===== src/rtl/core/lfusbt_pkg.sv =====
// Shared types and constants for the LFU size-budget table.
// No dependencies; every other source file but lfusbt_if imports this package.
package lfusbt_pkg;

    localparam int ENTRIES    = 16;
    localparam int COUNT_BITS = 16;
    localparam int IDX_W      = (ENTRIES > 1) ? $clog2(ENTRIES) : 1;

    // Request kinds.
    localparam logic [2:0] KIND_REGISTER = 3'd0;
    localparam logic [2:0] KIND_RESIZE   = 3'd1;
    localparam logic [2:0] KIND_REMOVE   = 3'd2;
    localparam logic [2:0] KIND_TOUCH    = 3'd3;
    localparam logic [2:0] KIND_QUERY    = 3'd4;

    // Result status codes.
    localparam logic [1:0] STATUS_OK        = 2'd0;
    localparam logic [1:0] STATUS_NOT_FOUND = 2'd1;
    localparam logic [1:0] STATUS_OVER      = 2'd2;

    // Result kinds.
    localparam logic RK_FINAL = 1'b0;
    localparam logic RK_SPILL = 1'b1;

    localparam logic [COUNT_BITS-1:0] COUNT_MAX = {COUNT_BITS{1'b1}};

    typedef enum logic [1:0] {
        ST_IDLE,
        ST_SCAN,
        ST_DECIDE,
        ST_REM_FIN
    } state_t;

    typedef enum logic [1:0] {
        CELL_INSERT,
        CELL_RESIZE,
        CELL_TOUCH,
        CELL_CLEAR
    } cell_op_t;

    // Broadcast from the controller to every cell.
    typedef struct packed {
        logic             shift;
        logic [31:0]      scan_key;
        logic             scan_excl;
        logic [31:0]      stamp_now;
        logic             wr_en;
        logic [IDX_W-1:0] wr_idx;
        cell_op_t         wr_op;
        logic [31:0]      wr_key;
        logic [31:0]      wr_size;
        logic             wr_tag;
    } cell_cmd_t;

    // Search token handed from cell to cell.
    typedef struct packed {
        logic                  hit;
        logic [IDX_W-1:0]      hit_idx;
        logic [31:0]           hit_size;
        logic                  hit_tag;
        logic [COUNT_BITS-1:0] hit_count;
        logic                  free_ok;
        logic [IDX_W-1:0]      free_idx;
        logic                  vic_ok;
        logic [IDX_W-1:0]      vic_idx;
        logic [COUNT_BITS-1:0] vic_count;
        logic [31:0]           vic_age;
        logic [31:0]           vic_key;
        logic [31:0]           vic_size;
        logic                  vic_tag;
    } token_t;

    typedef struct packed {
        logic        result_kind;
        logic [31:0] result_key;
        logic [31:0] result_size;
        logic        result_is_table;
        logic        present;
        logic [31:0] total_used;
        logic [1:0]  status;
        logic        last;
    } rsp_t;

endpackage


===== src/rtl/core/lfusbt_cell.sv =====
// One table slot: holds an entry and refines the search token passing through.
// Depends on lfusbt_pkg.
module lfusbt_cell
    import lfusbt_pkg::*;
(
    input  logic             clk,
    input  logic             rst_n,
    input  logic [IDX_W-1:0] my_idx,
    input  cell_cmd_t        cmd,
    input  token_t           token_in,
    output token_t           token_out
);

    logic                  valid_reg;
    logic [31:0]           key_reg;
    logic [31:0]           size_reg;
    logic [COUNT_BITS-1:0] count_reg;
    logic [31:0]           stamp_reg;
    logic                  tag_reg;
    token_t                token_reg;
    token_t                token_next;
    logic                  match;
    logic [31:0]           age;
    logic                  wr_hit;

    assign match  = valid_reg && (key_reg == cmd.scan_key);
    assign age    = cmd.stamp_now - stamp_reg;
    assign wr_hit = cmd.wr_en && (cmd.wr_idx == my_idx);

    // Fold this slot into the token: first key hit, first free slot, best victim.
    always_comb
    begin
        token_next = token_in;
        if (match && !token_in.hit)
        begin
            token_next.hit       = 1'b1;
            token_next.hit_idx   = my_idx;
            token_next.hit_size  = size_reg;
            token_next.hit_tag   = tag_reg;
            token_next.hit_count = count_reg;
        end
        if (!valid_reg && !token_in.free_ok)
        begin
            token_next.free_ok  = 1'b1;
            token_next.free_idx = my_idx;
        end
        if (valid_reg && !(cmd.scan_excl && match) &&
            (!token_in.vic_ok || (count_reg < token_in.vic_count) ||
             ((count_reg == token_in.vic_count) && (age > token_in.vic_age))))
        begin
            token_next.vic_ok    = 1'b1;
            token_next.vic_idx   = my_idx;
            token_next.vic_count = count_reg;
            token_next.vic_age   = age;
            token_next.vic_key   = key_reg;
            token_next.vic_size  = size_reg;
            token_next.vic_tag   = tag_reg;
        end
    end

    // Token stage toward the next cell.
    always_ff @(posedge clk or negedge rst_n)
    begin
        if (!rst_n)
        begin
            token_reg <= '0;
        end
        else if (cmd.shift)
        begin
            token_reg <= token_next;
        end
    end

    assign token_out = token_reg;

    // Slot valid bit.
    always_ff @(posedge clk or negedge rst_n)
    begin
        if (!rst_n)
        begin
            valid_reg <= 1'b0;
        end
        else if (wr_hit)
        begin
            valid_reg <= (cmd.wr_op != CELL_CLEAR);
        end
    end

    // Slot payload.
    always_ff @(posedge clk)
    begin
        if (wr_hit)
        begin
            unique case (cmd.wr_op)
                CELL_INSERT:
                begin
                    key_reg   <= cmd.wr_key;
                    size_reg  <= cmd.wr_size;
                    tag_reg   <= cmd.wr_tag;
                    count_reg <= COUNT_BITS'(1);
                    stamp_reg <= cmd.stamp_now;
                end
                CELL_RESIZE:
                begin
                    size_reg <= cmd.wr_size;
                end
                CELL_TOUCH:
                begin
                    count_reg <= count_reg + COUNT_BITS'(1);
                    stamp_reg <= cmd.stamp_now;
                end
                CELL_CLEAR:
                begin
                end
            endcase
        end
    end

endmodule


===== config.mk =====
export PLATFORM = sky130hd
export DESIGN_NAME = lfusbt_cell
export DESIGN_NICKNAME = d
export VERILOG_FILES = /design/src/rtl/core/lfusbt_pkg.sv /design/src/rtl/core/lfusbt_cell.sv
export SDC_FILE = /design/constraint.sdc
export NUM_CORES = 1
export LEC_CHECK = 0
export BUFFER_PORTS_ARGS = -buffer_cell sky130_fd_sc_hd__clkbuf_2
export CAP_MARGIN = 40
export CORE_AREA = 5 5 192 194
export DETAILED_ROUTE_END_ITERATION = 7
export DIE_AREA = 0 0 197 199
export GPL_TIMING_DRIVEN = 1
export HOLD_SLACK_MARGIN = 0.03
export PLACE_DENSITY_LB_ADDON = 0.08
export SLEW_MARGIN = 20
export SYNTH_ARGS = -nofsm -noshare
export SYNTH_HDL_FRONTEND = slang
export SYNTH_SLANG_ARGS = --single-unit

===== constraint.sdc =====
create_clock -name clk -period 5.2 [get_ports clk]
set_input_delay 1.04 -clock clk [delete_from_list [all_inputs] [get_ports clk]]
set_output_delay 1.04 -clock clk [all_outputs]
set_load 0.02 [all_outputs]

=== Word level (Yosys, flattened, before mapping) ===
Index checks and enable logic that the tools add are counted.

* Muxes and demuxes: 4
* $add $sub $neg: 2
* Equal/unequal tests: 6
* Magnitude comparators: 2
* Reductions and logical operators: 23

{| class="wikitable"
|+ Operators by type and width
! kind !! number
|-
| two-way mux 118 bit || 1
|-
| two-way mux 54 bit || 1
|-
| equality test 32 bit || 1
|-
| greater-than comparator 32 bit || 1
|-
| case mux 16 bit (2 select lines) || 1
|-
| subtractor 32 bit || 1
|-
| adder 16 x 1 -> 16 bit, second input constant || 1
|-
| equality test 16 bit || 1
|-
| less-than comparator 16 bit || 1
|-
| logical AND 1 bit || 8
|-
| AND reduction 2 bit || 4
|-
| zero test 1 bit || 5
|-
| two-way mux 5 bit || 1
|-
| equality test 4 bit || 1
|-
| OR reduction 2 bit || 2
|-
| equality test 2 x 1 -> 1 bit, second input constant || 1
|-
| equality test 2 bit, second input constant || 1
|-
| zero test 2 bit || 1
|-
| logical OR 1 bit || 2
|-
| inequality test 2 bit, second input constant || 1
|-
| nonzero test 2 bit || 1
|}

* Register bits after elaboration: 291
* Logic and storage cells: 57

=== Depth between registers and ports, before layout ===
* Word-level depth: 7
* Depth in mapped cells: 25

=== Worst setup path before layout ===
Ideal clock, no wire load.

* Kind: input -> register
* Start point: input cmd[72] (netlist name)
* End point: register token_reg, in the netlist token_out[89]
* Stages on the path: 24
* Arrival time: 5.102 ns
* Path slack: -0.022 ns
* Cell sequence: inv_1 ha_1 inv_1 fa_1 a211oi_2 o21ai_2 o2111a_2 o2111ai_1 nand2_1 a31oi_1 o41ai_1 nor2_1 xnor2_1 ha_1 nand4_1 nor4_1 nand3_1 nand3_1 a41oi_2 o21a_1 buf_2 buf_4 buf_4 a31o_2

* Word-level cells in the longest chain between the ends: 6

{| class="wikitable"
|+ Ends and longest elaborated chain
! item !! line !! text
|-
| from (decl) || lfusbt_cell.sv:9 || <nowiki>input cell_cmd_t cmd,</nowiki>
|-
| subtractor 32 bit (*) || lfusbt_cell.sv:27 || <nowiki>assign age = cmd.stamp_now - stamp_reg;</nowiki>
|-
| greater-than comparator 32 bit || lfusbt_cell.sv:49 || <nowiki>((count_reg == token_in.vic_count) && (age > token_in.vic_age))))</nowiki>
|-
| logical AND 1 bit || lfusbt_cell.sv:49 ||
|-
| logical OR 1 bit || lfusbt_cell.sv:48 || <nowiki>(!token_in.vic_ok || (count_reg < token_in.vic_count) ||</nowiki>
|-
| logical AND 1 bit || lfusbt_cell.sv:47 || <nowiki>if (valid_reg && !(cmd.scan_excl && match) &&</nowiki>
|-
| two-way mux 118 bit (*) || lfusbt_cell.sv:47 ||
|-
| to (signal assigned) || lfusbt_cell.sv:70 || <nowiki>token_reg <= token_next;</nowiki>
|-
| to (decl) || lfusbt_cell.sv:20 || <nowiki>token_t token_reg;</nowiki>
|}

Every way passes the cells marked *; elsewhere a longest branch is shown, timed or not.
A chain may end at the register's enable or synchronous reset.

=== Final worst setup path ===
* Start point: input cmd[72] (netlist name)
* End point: register token_reg, in the netlist token_out[92]

Same word-level chain as after synthesis.

==> results.ini <==
[setup_path]
worstPathRequired_ns = 5.55
crit_family = compound AO/OA/AOI/OAI gates
r2r-end = token_out[92]
cp.arrival_ns = 5.62
rr_worst_depth = 25
crit_type = in -> reg
crit_slowest_cell = fa_2
endpoint_kind = register
regToRegStartpoint = stamp_reg[0]
startpoint_type = primary input
max_stage_delay_ns = 0.39
crit_path_max_fanout = 7
path_buf_inv = 7
regToRegSetupSlack_ns = 0.20

[logic_synthesis]
synth_compound_area_frac = 0.140
yosys_warnings = 0
synth_top_family_by_area = compound AO/OA/AOI/OAI gates
synth.mux.area_fraction = 0.0825
synthArstFlopShare = 0.612
synth_fp_nets = 1906
synth_ff_type = dfrtp_1
syn_area_um2 = 15300
synth-seq-cells = 291
synthSimpleGateAreaFrac = 0.105
yosysSeqAreaShare = 0.513
synth-edff-count = 113
synth_fa_ha_area_frac = 0.0667
syn_inst = 1504
ys_types = 64
syn_area_per_cell_um2 = 10.2
synth_xor_area_frac = 0.0440

[floorplanning]
core_um2 = 35100
rows = 69
die_x_um = 197
die_height_um = 199
die_area_um2 = 39200
top_level_ports = 498
start_util = 0.437

[sta]
finClkSkew_ns = 0.0259
finalMaxSlewViolations = 0
finalHoldViolations = 0
period_minus_slack_ns = 5.27
setup_viol = 34
maxSlewHeadroom = 0.387
holdWs_ns = 0.519
rsz0062_at_grt = yes
fin_tns_setup_ns = -0.911
period_share = 1.01
worstMarginPinSlew_ns = 0.911
worst_slack_ns = -0.0685
fmax_ghz = 0.190

[flow_run]
cap_violations = 0

[routing]
vias = 13500
wl_mm = 54.8
first_iter_violations = 726
wl_per_cell_um = 21.4
drtAntennaViolNets = 0
post-route-drc-count = 0
dr.pass1.iters = 5
viasPerCell = 5.26

[clock_tree]
cts_tree = yes
clk_latency_ns = 0.53
cts.sinks = 291
numCtsBuffers = 36
htree_num_levels = 2
clk_pin_slew_ns = 0.05
cts-hold-fix-buffers = 0
root_buffer = clkbuf_16
clk_path_buf_depth = 3

[power_and_ir_drop]
p_leak_nw = 10.2
internal_power_mw = 5.17
power_mw = 7.68
combPwrFrac = 0.307
powerDensity_nw_per_um2 = 368
clkPwrFrac = 0.329
switchingPower_mw = 2.51
ir_drop_uv = 329
sw_frac_of_total = 0.326
p_seq_frac = 0.365

[global_routing]
globalRoute.totalOverflow = 0
grt_first_pass_wirelength_mm = 77.6
grt_max_degree = 157
track_usage = 0.256
antenna_found_initial = 6
grt_pass1_vias = 13300

[layout]
fin_cells = 2564
nNetsFinal = 2476
largest_register_ffs = 177
synthToLayoutAreaGrowth_pct = 36.2
drive_above_1_share = 0.353

[place]
hpwl_mm = 40.3
dp_cells = 2468
place.gp.congestion = 0.918
portBuffers = 497

[run_status]
violations = negative setup slack
status = complete, but fails checks

[worst_hold_path]
min_path_type = in -> async

-- area by class of cell --
| type | instances | area, um2 |
|---|---|---|
| multi-input combinational | 1032 | 7090 |
| tap | 461 | 577 |
| inverter | 101 | 382 |
| clock buffer | 50 | 1010 |
| clock inverter | 15 | 160 |
| sequential | 291 | 7850 |
| antenna | 2 | 5.00 |
| timing repair buffer | 612 | 3780 |
| fill | 3144 | 14200 |
-- logic make-up after synthesis --
| kind of cell | Yosys count |
|---|---|
| AOI/OAI and AO/OA | 371 |
| adders and majority gates | 81 |
| xor gates and xnor gates | 76 |
| and+or+nand+nor | 378 |
| muxes | 126 |
| DFF | 291 |
| buffers and inverters | 181 |
-- how the worst max path moves through the flow --
stage                 start       endpoint  slack (ns)  cells after the start
floorplan           cmd[72]  token_out[89]        0.03                     24
global placement    cmd[72]  token_out[56]       -0.48                     25
detailed placement  cmd[72]  token_out[56]       -0.64                     25
CTS                 cmd[72]  token_out[76]        0.05                     25
global route        cmd[72]  token_out[92]       -0.25                     27
finish              cmd[72]  token_out[92]       -0.07                     27
-- power by group through the flow --
stage                     clock network (mW)  logic [mW]  registers [mW]
after floorplan                            0       0.863            3.08
after global placement                     0        1.92            2.83
after detailed placement                   0        1.94            2.83
after CTS                               2.56        1.95            2.80
after global routing                    2.66        2.52            2.83
final                                   2.52        2.35            2.80
-- metrics by stage --
step	util	cell area, um2	setup WS [ns]
2_1_floorplan	-	15300	0.0272
3_3_place_gp	0.536	18800	-0.483
3_5_place_dp	0.538	18800	-0.639
4_1_cts	0.572	20000	0.0471
5_1_grt	0.595	20900	-0.247
6_report	0.595	20900	-0.0685
-- cell usage after synthesis (30+ instances only) --
cell	n	area (um2)
edfxtp_1	113	3390
clkbuf_1	53	199
xor2_1	30	263
nor2_1	255	957
nand2_1	34	128
a21oi_1	254	1270
mux2i_1	125	1250
ha_1	80	1000
inv_1	101	379
xnor2_1	45	394
dfrtp_1	178	4450
-- routing by layer --
metal	track usage	wire length, um	up-vias	part of all wire
li1	-	-	6435	-
met4	0.0822	1620	8	0.030
met3	0.0576	3900	98	0.071
met1	0.330	22000	6452	0.40
met2	0.430	27200	488	0.50
met5	0	52	-	0.00095
-- cell usage in the layout, fill, tap and decap left out, types with 12 or more instances in the layout --
cell	netlist	layout
a21oi_1	254	234
a21o_1	24	24
nand3_1	26	25
nand2_1	34	32
edfxtp_1	113	113
dfrtp_1	178	178
mux2i_1	125	112
a21oi_2	0	17
inv_1	101	99
mux2i_2	0	12
ha_1	80	79
nand4_1	26	26
clkbuf_2	0	494
xnor2_1	45	45
xor2_1	30	30
buf_4	7	77
clkbuf_16	0	47
o21ai_0	23	20
buf_12	0	14
nor2_1	255	244
-- repair_timing --
| item | 4_1_cts | 5_1_grt |
|---|---|---|
| setup endpoints to repair | 102 | 117 |
| gates cloned | 0 | 15 |
| endpoints found under the hold margin | 0 | 0 |
| pin swaps | 3 | 72 |
| gates resized for setup | 2 | 96 |
| buffers inserted | 0 | 16 |
No activity file was read; power rests on OpenSTA's default activity.
